### config.mk
export PLATFORM = sky130hd
export DESIGN_NAME = windowed_peak_detector
export DESIGN_NICKNAME = d
export VERILOG_FILES = /design/src/hw/rtl/wpd_pkg.sv /design/src/hw/rtl/wpd_div.sv /design/src/hw/rtl/wpd_dp.sv /design/src/hw/rtl/wpd_ctrl.sv /design/src/hw/rtl/windowed_peak_detector.sv
export SDC_FILE = /design/constraint.sdc
export NUM_CORES = 2
export LEC_CHECK = 0
export ABC_AREA = 1
export BUFFER_PORTS_ARGS = -buffer_cell sky130_fd_sc_hd__buf_4
export CORE_MARGIN = 8
export CORE_UTILIZATION = 50
export DETAILED_ROUTE_END_ITERATION = 10
export PLACE_DENSITY = 0.65
export SYNTH_ARGS = -nofsm -noshare
export SYNTH_HDL_FRONTEND = slang
export SYNTH_SLANG_ARGS = --single-unit
### constraint.sdc
create_clock -name clk -period 14.2 [get_ports clk]
set_input_delay 1.42 -clock clk [delete_from_list [all_inputs] [get_ports clk]]
set_output_delay 1.42 -clock clk [all_outputs]
set_load 0.02 [all_outputs]
### src/hw/rtl/wpd_pkg.sv
package wpd_pkg;

	localparam int SAMPLE_WIDTH = 24;
	localparam int ACC_W        = 40;
	localparam int CNT_W        = 17;
	localparam int DIVIDEND_W   = 40;
	localparam int DIVISOR_W    = 24;

	localparam logic [22:0] MAX23   = 23'h7FFFFF;
	localparam logic [21:0] POS_MAX = 22'h3FFFFF;

	localparam logic [15:0] WINDOW_LEN_RST = 16'd512;
	localparam logic [6:0]  DECIMATION_RST = 7'd1;
	localparam logic [22:0] THRESHOLD_RST  = 23'd2560;
	localparam logic [1:0]  TAG_RST        = 2'd0;

	typedef enum logic [1:0] {
		REG_WINDOW_LEN = 2'd0,
		REG_DECIMATION = 2'd1,
		REG_THRESHOLD  = 2'd2,
		REG_TAG        = 2'd3
	} reg_idx_t;

	typedef enum logic [1:0] {
		OP_MEAN = 2'd0,
		OP_MABS = 2'd1,
		OP_RPM  = 2'd2,
		OP_RPMA = 2'd3
	} op_t;

	typedef struct packed {
		logic signed [SAMPLE_WIDTH-1:0] sample;
		logic                           last_sample;
	} in_t;

	typedef struct packed {
		logic [22:0]        peak_value;
		logic [21:0]        peak_position;
		logic signed [23:0] mean_value;
		logic [22:0]        mean_abs;
		logic signed [23:0] peak_to_mean;
		logic [22:0]        peak_to_mean_abs;
		logic               detected;
		logic [1:0]         tag_out;
		logic [15:0]        block_index;
		logic               last_block;
		logic               div_fault;
	} out_t;

	typedef struct packed {
		logic acc;
		logic close;
		logic div_start;
		logic store;
		logic out_load;
		op_t  op;
	} cmd_t;

	typedef struct packed {
		logic closes;
		logic div_done;
		logic out_busy;
	} sts_t;

	function automatic logic signed [23:0] sat_s24(logic [DIVIDEND_W-1:0] mag, logic neg);
		logic signed [23:0] r;
		if (neg) begin
			if (mag > DIVIDEND_W'(24'h800000))
				r = 24'sh800000;
			else
				r = 24'(~mag[23:0] + 24'd1);
		end else begin
			if (mag > DIVIDEND_W'(MAX23))
				r = 24'sh7FFFFF;
			else
				r = mag[23:0];
		end
		return r;
	endfunction

	function automatic logic [22:0] sat_u23(logic [DIVIDEND_W-1:0] q);
		logic [22:0] r;
		if (q > DIVIDEND_W'(MAX23))
			r = MAX23;
		else
			r = q[22:0];
		return r;
	endfunction

endpackage

### src/hw/rtl/wpd_div.sv
module wpd_div import wpd_pkg::*; (
	input  logic                  clk,
	input  logic                  arst_n,
	input  logic                  start,
	input  logic [DIVIDEND_W-1:0] dividend,
	input  logic [DIVISOR_W-1:0]  divisor,
	output logic                  done,
	output logic [DIVIDEND_W-1:0] quotient
);

	localparam int STEP_W = $clog2(DIVIDEND_W + 1);

	logic [DIVIDEND_W-1:0] quo_q;
	logic [DIVISOR_W-1:0]  rem_q;
	logic [DIVISOR_W-1:0]  den_q;
	logic [STEP_W-1:0]     cnt_q;
	logic                  run_q;
	logic                  done_q;

	logic [DIVISOR_W:0]    shifted;
	logic [DIVISOR_W:0]    diff;
	logic                  ge;

	always_comb begin
		shifted = {rem_q, quo_q[DIVIDEND_W-1]};
		ge      = shifted >= {1'b0, den_q};
		diff    = shifted - {1'b0, den_q};
	end

	always_ff @(posedge clk or negedge arst_n) begin
		if (!arst_n) begin
			run_q  <= 1'b0;
			done_q <= 1'b0;
			cnt_q  <= '0;
		end else begin
			done_q <= 1'b0;
			if (start) begin
				run_q <= 1'b1;
				cnt_q <= STEP_W'(DIVIDEND_W);
			end else if (run_q) begin
				cnt_q <= cnt_q - STEP_W'(1);
				if (cnt_q == STEP_W'(1)) begin
					run_q  <= 1'b0;
					done_q <= 1'b1;
				end
			end
		end
	end

	always_ff @(posedge clk) begin
		if (start) begin
			quo_q <= dividend;
			rem_q <= '0;
			den_q <= divisor;
		end else if (run_q) begin
			quo_q <= {quo_q[DIVIDEND_W-2:0], ge};
			rem_q <= ge ? diff[DIVISOR_W-1:0] : shifted[DIVISOR_W-1:0];
		end
	end

	assign done     = done_q;
	assign quotient = quo_q;

endmodule

### src/hw/rtl/wpd_dp.sv
module wpd_dp import wpd_pkg::*; #(
	parameter int MAX_SEQUENCE_LEN = 65536
) (
	input  logic        clk,
	input  logic        arst_n,
	input  logic        cfg_we,
	input  reg_idx_t    cfg_index,
	input  logic [22:0] cfg_wdata,
	input  in_t         in_data,
	input  cmd_t        cmd,
	output sts_t        sts,
	output logic        out_valid,
	input  logic        out_ready,
	output out_t        out_data
);

	localparam int IDX_W  = $clog2(MAX_SEQUENCE_LEN);
	localparam int PROD_W = IDX_W + 7;
	localparam int PW     = (PROD_W > 22) ? PROD_W : 22;

	logic [15:0] window_len_q;
	logic [6:0]  decimation_q;
	logic [22:0] threshold_q;
	logic [1:0]  tag_q;

	logic [IDX_W-1:0]        sample_index_q;
	logic [CNT_W-1:0]        count_q;
	logic [22:0]             peak_q;
	logic [IDX_W-1:0]        peak_idx_q;
	logic signed [ACC_W-1:0] sum_q;
	logic [ACC_W-1:0]        abs_q;
	logic [15:0]             block_q;

	logic [22:0]             h_peak_q;
	logic [IDX_W-1:0]        h_idx_q;
	logic                    h_sum_neg_q;
	logic [ACC_W-1:0]        h_sum_mag_q;
	logic [ACC_W-1:0]        h_abs_q;
	logic [CNT_W-1:0]        h_cnt_q;
	logic                    h_last_q;
	logic [15:0]             h_block_q;

	logic signed [23:0]      mean_q;
	logic [22:0]             mabs_q;
	logic signed [23:0]      rpm_q;
	logic [22:0]             rpma_q;
	logic                    fault_q;

	out_t                    out_q;
	logic                    out_valid_q;

	logic signed [SAMPLE_WIDTH-1:0] s;
	logic [SAMPLE_WIDTH-1:0]        s_mag;
	logic                           s_gt;
	logic [22:0]                    peak_nxt;
	logic [IDX_W-1:0]               pidx_nxt;
	logic signed [ACC_W-1:0]        sum_nxt;
	logic [ACC_W-1:0]               abs_nxt;
	logic [CNT_W-1:0]               cnt_nxt;
	logic [CNT_W-1:0]               wl;
	logic                           idx_wrap;

	logic [DIVIDEND_W-1:0]          div_a;
	logic [DIVISOR_W-1:0]           div_b;
	logic [DIVIDEND_W-1:0]          quot;
	logic                           div_done;
	logic [23:0]                    mean_mag;
	logic [PW-1:0]                  prod;
	logic [21:0]                    pos;
	out_t                           rec;

	always_comb begin
		s        = in_data.sample;
		s_mag    = s[SAMPLE_WIDTH-1] ? SAMPLE_WIDTH'(-s) : SAMPLE_WIDTH'(s);
		s_gt     = !s[SAMPLE_WIDTH-1] && (s[22:0] > peak_q);
		peak_nxt = s_gt ? s[22:0] : peak_q;
		pidx_nxt = s_gt ? sample_index_q : peak_idx_q;
		sum_nxt  = sum_q + ACC_W'(s);
		abs_nxt  = abs_q + ACC_W'(s_mag);
		cnt_nxt  = count_q + CNT_W'(1);
		wl       = (window_len_q == 16'd0) ? CNT_W'(1) : CNT_W'(window_len_q);
		idx_wrap = sample_index_q == IDX_W'(MAX_SEQUENCE_LEN - 1);
	end

	assign sts.closes   = in_data.last_sample || (cnt_nxt >= wl);
	assign sts.div_done = div_done;
	assign sts.out_busy = out_valid_q && !out_ready;

	always_ff @(posedge clk or negedge arst_n) begin
		if (!arst_n) begin
			window_len_q <= WINDOW_LEN_RST;
			decimation_q <= DECIMATION_RST;
			threshold_q  <= THRESHOLD_RST;
			tag_q        <= TAG_RST;
		end else if (cfg_we) begin
			case (cfg_index)
				REG_WINDOW_LEN: window_len_q <= cfg_wdata[15:0];
				REG_DECIMATION: decimation_q <= cfg_wdata[6:0];
				REG_THRESHOLD:  threshold_q  <= cfg_wdata;
				REG_TAG:        tag_q        <= cfg_wdata[1:0];
				default: ;
			endcase
		end
	end

	always_ff @(posedge clk or negedge arst_n) begin
		if (!arst_n) begin
			sample_index_q <= '0;
			count_q        <= '0;
			peak_q         <= '0;
			peak_idx_q     <= '0;
			sum_q          <= '0;
			abs_q          <= '0;
			block_q        <= '0;
		end else if (cmd.acc) begin
			sample_index_q <= (in_data.last_sample || idx_wrap) ? '0
				: sample_index_q + IDX_W'(1);
			if (cmd.close) begin
				count_q    <= '0;
				peak_q     <= '0;
				peak_idx_q <= '0;
				sum_q      <= '0;
				abs_q      <= '0;
				block_q    <= in_data.last_sample ? 16'd0 : block_q + 16'd1;
			end else begin
				count_q    <= cnt_nxt;
				peak_q     <= peak_nxt;
				peak_idx_q <= pidx_nxt;
				sum_q      <= sum_nxt;
				abs_q      <= abs_nxt;
			end
		end
	end

	always_ff @(posedge clk) begin
		if (cmd.acc && cmd.close) begin
			h_peak_q    <= peak_nxt;
			h_idx_q     <= pidx_nxt;
			h_sum_neg_q <= sum_nxt[ACC_W-1];
			h_sum_mag_q <= sum_nxt[ACC_W-1] ? ACC_W'(-sum_nxt) : ACC_W'(sum_nxt);
			h_abs_q     <= abs_nxt;
			h_cnt_q     <= cnt_nxt;
			h_last_q    <= in_data.last_sample;
			h_block_q   <= block_q;
		end
	end

	always_comb begin
		mean_mag = mean_q[23] ? 24'(-mean_q) : 24'(mean_q);
		case (cmd.op)
			OP_MEAN: begin
				div_a = h_sum_mag_q;
				div_b = DIVISOR_W'(h_cnt_q);
			end
			OP_MABS: begin
				div_a = h_abs_q;
				div_b = DIVISOR_W'(h_cnt_q);
			end
			OP_RPM: begin
				div_a = DIVIDEND_W'({h_peak_q, 8'h00});
				div_b = mean_mag;
			end
			OP_RPMA: begin
				div_a = DIVIDEND_W'({h_peak_q, 8'h00});
				div_b = DIVISOR_W'(mabs_q);
			end
			default: begin
				div_a = '0;
				div_b = '0;
			end
		endcase
	end

	wpd_div u_div (
		.clk      (clk),
		.arst_n   (arst_n),
		.start    (cmd.div_start),
		.dividend (div_a),
		.divisor  (div_b),
		.done     (div_done),
		.quotient (quot)
	);

	always_ff @(posedge clk) begin
		if (cmd.acc && cmd.close)
			fault_q <= 1'b0;
		if (cmd.store) begin
			case (cmd.op)
				OP_MEAN: mean_q <= sat_s24(quot, h_sum_neg_q);
				OP_MABS: mabs_q <= sat_u23(quot);
				OP_RPM: begin
					if (mean_q == 24'sd0) begin
						rpm_q   <= (h_peak_q != 23'd0) ? 24'sh7FFFFF : 24'sd0;
						fault_q <= 1'b1;
					end else begin
						rpm_q <= sat_s24(quot, mean_q[23]);
					end
				end
				OP_RPMA: begin
					if (mabs_q == 23'd0) begin
						rpma_q  <= (h_peak_q != 23'd0) ? MAX23 : 23'd0;
						fault_q <= 1'b1;
					end else begin
						rpma_q <= sat_u23(quot);
					end
				end
				default: ;
			endcase
		end
	end

	always_comb begin
		prod = PW'(h_idx_q) * PW'(decimation_q);
		pos  = (prod > PW'(POS_MAX)) ? POS_MAX : prod[21:0];

		rec.peak_value       = h_peak_q;
		rec.peak_position    = pos;
		rec.mean_value       = mean_q;
		rec.mean_abs         = mabs_q;
		rec.peak_to_mean     = rpm_q;
		rec.peak_to_mean_abs = rpma_q;
		rec.detected         = rpma_q > threshold_q;
		rec.tag_out          = tag_q;
		rec.block_index      = h_block_q;
		rec.last_block       = h_last_q;
		rec.div_fault        = fault_q;
	end

	always_ff @(posedge clk or negedge arst_n) begin
		if (!arst_n) begin
			out_valid_q <= 1'b0;
		end else if (cmd.out_load) begin
			out_valid_q <= 1'b1;
		end else if (out_ready) begin
			out_valid_q <= 1'b0;
		end
	end

	always_ff @(posedge clk) begin
		if (cmd.out_load)
			out_q <= rec;
	end

	assign out_valid = out_valid_q;
	assign out_data  = out_q;

endmodule

### src/hw/rtl/wpd_ctrl.sv
module wpd_ctrl import wpd_pkg::*; (
	input  logic clk,
	input  logic arst_n,
	input  logic in_valid,
	output logic in_ready,
	input  sts_t sts,
	output cmd_t cmd
);

	typedef enum logic [3:0] {
		S_IDLE  = 4'b0001,
		S_START = 4'b0010,
		S_WAIT  = 4'b0100,
		S_PUB   = 4'b1000
	} state_t;

	state_t state_q, state_nxt;
	op_t    op_q, op_nxt;

	always_comb begin
		state_nxt     = state_q;
		op_nxt        = op_q;
		cmd.acc       = 1'b0;
		cmd.close     = 1'b0;
		cmd.div_start = 1'b0;
		cmd.store     = 1'b0;
		cmd.out_load  = 1'b0;
		cmd.op        = op_q;
		in_ready      = 1'b0;
		case (state_q)
			S_IDLE: begin
				in_ready = 1'b1;
				if (in_valid) begin
					cmd.acc = 1'b1;
					if (sts.closes) begin
						cmd.close = 1'b1;
						op_nxt    = OP_MEAN;
						state_nxt = S_START;
					end
				end
			end
			S_START: begin
				cmd.div_start = 1'b1;
				state_nxt     = S_WAIT;
			end
			S_WAIT: begin
				if (sts.div_done) begin
					cmd.store = 1'b1;
					case (op_q)
						OP_MEAN: begin
							op_nxt    = OP_MABS;
							state_nxt = S_START;
						end
						OP_MABS: begin
							op_nxt    = OP_RPM;
							state_nxt = S_START;
						end
						OP_RPM: begin
							op_nxt    = OP_RPMA;
							state_nxt = S_START;
						end
						default: state_nxt = S_PUB;
					endcase
				end
			end
			S_PUB: begin
				if (!sts.out_busy) begin
					cmd.out_load = 1'b1;
					state_nxt    = S_IDLE;
				end
			end
			default: state_nxt = S_IDLE;
		endcase
	end

	always_ff @(posedge clk or negedge arst_n) begin
		if (!arst_n) begin
			state_q <= S_IDLE;
			op_q    <= OP_MEAN;
		end else begin
			state_q <= state_nxt;
			op_q    <= op_nxt;
		end
	end

endmodule

### src/hw/rtl/windowed_peak_detector.sv
// Windowed peak-to-average detector. Samples are taken on in_valid/in_ready and
// cut into windows of window_len samples (a window also closes on last_sample).
// A sample that does not close a window leaves in_ready high. A closing sample
// starts four divisions (mean, mean-abs, peak/mean, peak/mean-abs) on one shared
// 40-step restoring divider, during which in_ready is low; the record goes into
// an output register, so the next window starts filling while the record waits
// for out_ready. The user must write configuration through cfg_we/cfg_index/
// cfg_wdata only while no window record is being computed; it is not enforced.
module windowed_peak_detector import wpd_pkg::*; #(
	parameter int MAX_SEQUENCE_LEN = 65536
) (
	input  logic     clk,
	input  logic     arst_n,
	input  logic     cfg_we,
	input  reg_idx_t cfg_index,
	input  logic [22:0] cfg_wdata,
	input  logic     in_valid,
	output logic     in_ready,
	input  in_t      in_data,
	output logic     out_valid,
	input  logic     out_ready,
	output out_t     out_data
);

	cmd_t cmd;
	sts_t sts;

	wpd_ctrl u_ctrl (
		.clk      (clk),
		.arst_n   (arst_n),
		.in_valid (in_valid),
		.in_ready (in_ready),
		.sts      (sts),
		.cmd      (cmd)
	);

	wpd_dp #(
		.MAX_SEQUENCE_LEN (MAX_SEQUENCE_LEN)
	) u_dp (
		.clk       (clk),
		.arst_n    (arst_n),
		.cfg_we    (cfg_we),
		.cfg_index (cfg_index),
		.cfg_wdata (cfg_wdata),
		.in_data   (in_data),
		.cmd       (cmd),
		.sts       (sts),
		.out_valid (out_valid),
		.out_ready (out_ready),
		.out_data  (out_data)
	);

endmodule

==> results.txt <==
----------------------------------------------------
[Run status]
  Outcome ... finished clean

[Synth]
  Count of warnings emitted by yosys ... 0
  Number of synthesized register bits ... roughly 730
  Summed instance area of the synthesized netlist ... 0.0425 mm²
  Count of flip-flops with a built-in enable after synthesis ... 472
  Fraction of the yosys area taken by sequential cells ... 0.482
  Post-synth net total ... roughly 5300
  Syn avg cell area ... about 8.6 µm²
  Leading register cell type out of synthesis ... sky130_fd_sc_hd__edfxtp_1
  Gate count after technology mapping ... 4955
  Asr flop ratio synth ... 0.317
  Distinct cells, synth ... 65

[Pwr]
  Pleak ... roughly 22 nW
  Sequential fraction of design power ... 0.335
  Pwr/cell area ... about 200 mW/mm²
  Clk pwr share ... 0.225
  Internal cell power ... 0.00551 W
  Worst vdd rail ir drop ... between 0.0001 and 0.00015 V
  Combinational cell fraction of total power ... 0.440
  Total power ... about 0.0096 W
  Switching part of the total power ... 0.427
  Net switching power ... around 0.0041 W

[Layout]
  Commonest non-fill, non-tap cells in the layout ... sky130_fd_sc_hd__nand2_1, sky130_fd_sc_hd__inv_1, sky130_fd_sc_hd__edfxtp_1, sky130_fd_sc_hd__nor2_1, sky130_fd_sc_hd__o21ai_0
  Layout Area Growth over Synthesis ... 13.0%
  Post-layout net count ... between 5000 and 6000
  Fraction of final layout cells sized beyond drive strength 1 ... 0.0914
  Multi-input logic area ... around 0.018 mm²
  Sequential cell area ... around 0.02 mm²
  Filler cells ... ~7600
  Most common library cell in the layout ignoring fill and taps ... sky130_fd_sc_hd__nand2_1

[Critical path]
  Worst Path Max Fanout ... about 110
  Worst reg-to-reg path cell count ... 21
  Critical path type ... reg -> reg
  Origin of the critical flop-to-flop path ... u_dp.count_q[0]
  Setup crit start kind ... register
  Setup crit end kind ... register
  Capture point of the worst reg-to-reg path ... u_dp.h_idx_q[8]
  Setup slack of the worst register-to-register path ... 8700 ps
  Arrival time of the worst setup path ... 5760 ps
  Data required time at the worst endpoint ... 14460 ps

[CTS]
  # hold bufs at CTS ... 0
  CTS buffer count ... 82
  Clock sink count ... about 730
  Buffer count from post-CTS setup fixing ... 0
  Clock transition at the registers of the reported paths ... 60 ps
  Maximum count of clock buffers along a single path ... 3
  Root Buffer ... sky130_fd_sc_hd__clkbuf_16
  Worst-Skew Late Latency ... 640 ps
  CTS tree ... done
  Resize count post-CTS ... 0
  Deepest level of the CTS H-tree ... 3

[Floorplanning]
  Die boundary width ... 307 µm
  Vertical die dimension ... 307 µm
  Area of the placeable core ... ~0.085 mm²
  I/O pin cnt ... between 200 and 250
  Site Rows ... ~110
  Die area ... roughly 0.094 mm²
  Starting utilization of the core area ... 0.502

[Worst hold path]
  Number of cells traversed by the worst hold path ... 0
  Launch point of the worst hold path ... u_dp.h_block_q[14]
  Worst min-delay path category ... reg -> reg
  End point of the most critical hold path ... u_dp.out_data[16]

[Drt]
  Detailed router's first-iteration violation count ... ~3200
  Total wirelength of the detailed-routed design ... 120 mm
  Number of iterations in the first detailed-routing pass ... 6
  Vias after detailed routing ... roughly 34000
  Antenna Nets Post-Route ... 0
  Vias/cell ... 5.39
  Count of unresolved DRC violations after routing ... 0
  Mean routed wirelength per cell ... around 19 µm

[Timing]
  Final worst path period need ... 5500 ps
  Final count of negative-setup-slack endpoints ... 0
  Final worst clock skew ... ~35 ps
  Worst max-slew margin expressed relative to the limit ... 0.191
  Worst hold-check slack ... 414 ps
  Period utilization ... 0.387
  Transition at the pin with the smallest max-transition slack ... roughly 1200 ps
  Total count of max-transition violations in the final report ... 0
  Setup repair after global routing missed its margin ... no
  Final hold viol count ... 0
  Worst Slack Setup Final ... roughly 8700 ps
  Total Neg Setup Slack ... 0 ps
  Highest clock frequency the design can meet ... ~180 MHz

[Place]
  Post-place setup slack ... ~8600 ps
  IO Port Bufs ... 216
  Total half-perimeter wirelength after legalization and detailed placement ... between 90 and 100 mm
  Weighted congestion at the end of routability-driven global placement ... 0.976

[Global routing]
  Maximum number of pins on one net before global-route repair ... approximately 110
  Global-route wire length before repair ... between 150 and 200 mm
  Vias in the first global route ... around 33000
  Total track usage ... 0.250
  Overflow left after global routing ... 0
  Antenna violations before repair ... 3

[Flow run]
  Number of max-cap violations ... 0

----------------------------------------------------
## cells in the mapped netlist (all sizes together), types with 10 or more instances
cell | n | share of area
nand2 | 1220 | 0.11
inv | 817 | 0.072
edfxtp | 472 | 0.33
nor2 | 391 | 0.037
o21ai | 349 | 0.041
nand3 | 265 | 0.032
a21oi | 235 | 0.028
dfrtp | 226 | 0.13
ha | 203 | 0.060
xor2 | 121 | 0.025
clkbuf | 111 | 0.0098
fa | 72 | 0.034
nor3 | 64 | 0.0088
nand4 | 59 | 0.0087
buf | 35 | 0.0042
a31oi | 34 | 0.0050
xnor2 | 34 | 0.0072
nor4 | 31 | 0.0047
a22oi | 26 | 0.0046
dfxtp | 25 | 0.012
o211ai | 20 | 0.0035
o31ai | 19 | 0.0034
o22ai | 17 | 0.0025
nand3b | 16 | 0.0028
or2 | 13 | 0.0019
a22o | 10 | 0.0021
## per-stage QoR
stage	utilization	cells	cell area, µm²
2_1_floorplan	-	4955	42500
3_3_place_gp	0.534	6199	45200
3_5_place_dp	0.534	6199	45200
4_1_cts	0.567	6353	48000
5_1_grt	0.567	6353	48000
6_report	0.567	6354	48000
## kinds of logic after synthesis
family | Yosys count | share of synthesized area
simple gates | 2070 | 0.206
buf+inv | 968 | 0.0867
compound gates | 759 | 0.0994
flops | 728 | 0.482
fa+ha+maj | 275 | 0.0938
xor+xnor | 155 | 0.0322
## worst max path at each step
| stage | from | endpoint | cells past startpoint |
|---|---|---|---|
| after floorplan | out_ready | u_dp.out_data[0] | 2 |
| after global placement | in_data[2] | u_dp.abs_q[36] | 23 |
| after CTS | u_dp.count_q[0] | u_dp.h_idx_q[8] | 21 |
| after global routing | u_dp.count_q[0] | u_dp.h_idx_q[8] | 21 |
| after detailed placement | in_data[1] | u_dp.abs_q[36] | 23 |
| final | u_dp.count_q[0] | u_dp.h_idx_q[8] | 21 |
## registers in the layout (all words and copies together), names as in the netlist, 7 cells and up
signal               cells
u_dp.window_len_q       16
u_dp.h_cnt_q            17
u_dp.sample_index_q     16
u_dp.u_div.den_q        24
u_dp.count_q            17
u_dp.h_abs_q            40
u_dp.sum_q              40
u_dp.peak_q             23
u_dp.rpma_q             23
u_dp.mean_q             24
u_dp.decimation_q        7
u_dp.mabs_q             23
u_dp.h_sum_mag_q        40
u_dp.threshold_q        23
u_dp.u_div.quotient     40
u_dp.block_q            16
u_dp.h_peak_q           23
u_dp.abs_q              40
u_dp.rpm_q              24
u_dp.h_idx_q            16
u_dp.h_block_q          16
u_dp.out_data          160
u_dp.peak_idx_q         16
u_dp.u_div.rem_q        24
## area by class of cell
| cell class | instances | share of cell area |
|---|---|---|
| tap | 1144 | 0.0298 |
| clock buffer | 110 | 0.0482 |
| inverter | 822 | 0.0644 |
| multi-input combinational | 3259 | 0.383 |
| clock inverter | 44 | 0.00957 |
| antenna | 1 | 0.0000522 |
| sequential | 728 | 0.427 |
| timing repair buffer | 246 | 0.0387 |
## layer usage
metal / vias to the layer above / part of all wire / GRT usage
li1: 16600 / - / -
met2: 1228 / 0.45 / 0.394
met3: 189 / 0.072 / 0.0386
met5: - / 0 / 0
met1: 16200 / 0.45 / 0.354
met4: 0 / 0.033 / 0.0790
## power groups by stage
stage | Sequential, W | Combinational, W | Clock [W]
floorplan | 0.00311 | 0.00309 | 0
global placement | 0.00324 | 0.00411 | 0
detailed placement | 0.00324 | 0.00418 | 0
CTS | 0.00321 | 0.00420 | 0.00220
global route | 0.00326 | 0.00480 | 0.00229
finish | 0.00322 | 0.00424 | 0.00217
## worst max-delay path, cell delays in order (launching register included)
cell                       delay (ps)
sky130_fd_sc_hd__dfrtp_1          380
sky130_fd_sc_hd__inv_1             90
sky130_fd_sc_hd__nor3_1           280
sky130_fd_sc_hd__nand3_1          180
sky130_fd_sc_hd__nand3b_1         210
sky130_fd_sc_hd__nor2_1           100
sky130_fd_sc_hd__inv_1             60
sky130_fd_sc_hd__nor2_1           130
sky130_fd_sc_hd__inv_1             70
sky130_fd_sc_hd__nand2_1           90
sky130_fd_sc_hd__inv_1             80
sky130_fd_sc_hd__ha_1             300
sky130_fd_sc_hd__nand4_1          120
sky130_fd_sc_hd__a21oi_1          130
sky130_fd_sc_hd__nor2_1            50
sky130_fd_sc_hd__a21boi_0         120
sky130_fd_sc_hd__o21ai_0          160
sky130_fd_sc_hd__nand2_1          100
sky130_fd_sc_hd__nand2_2          170
sky130_fd_sc_hd__nand2_1          490
sky130_fd_sc_hd__inv_6            920
sky130_fd_sc_hd__buf_4            770
No activity file was read; power rests on OpenSTA's default activity.
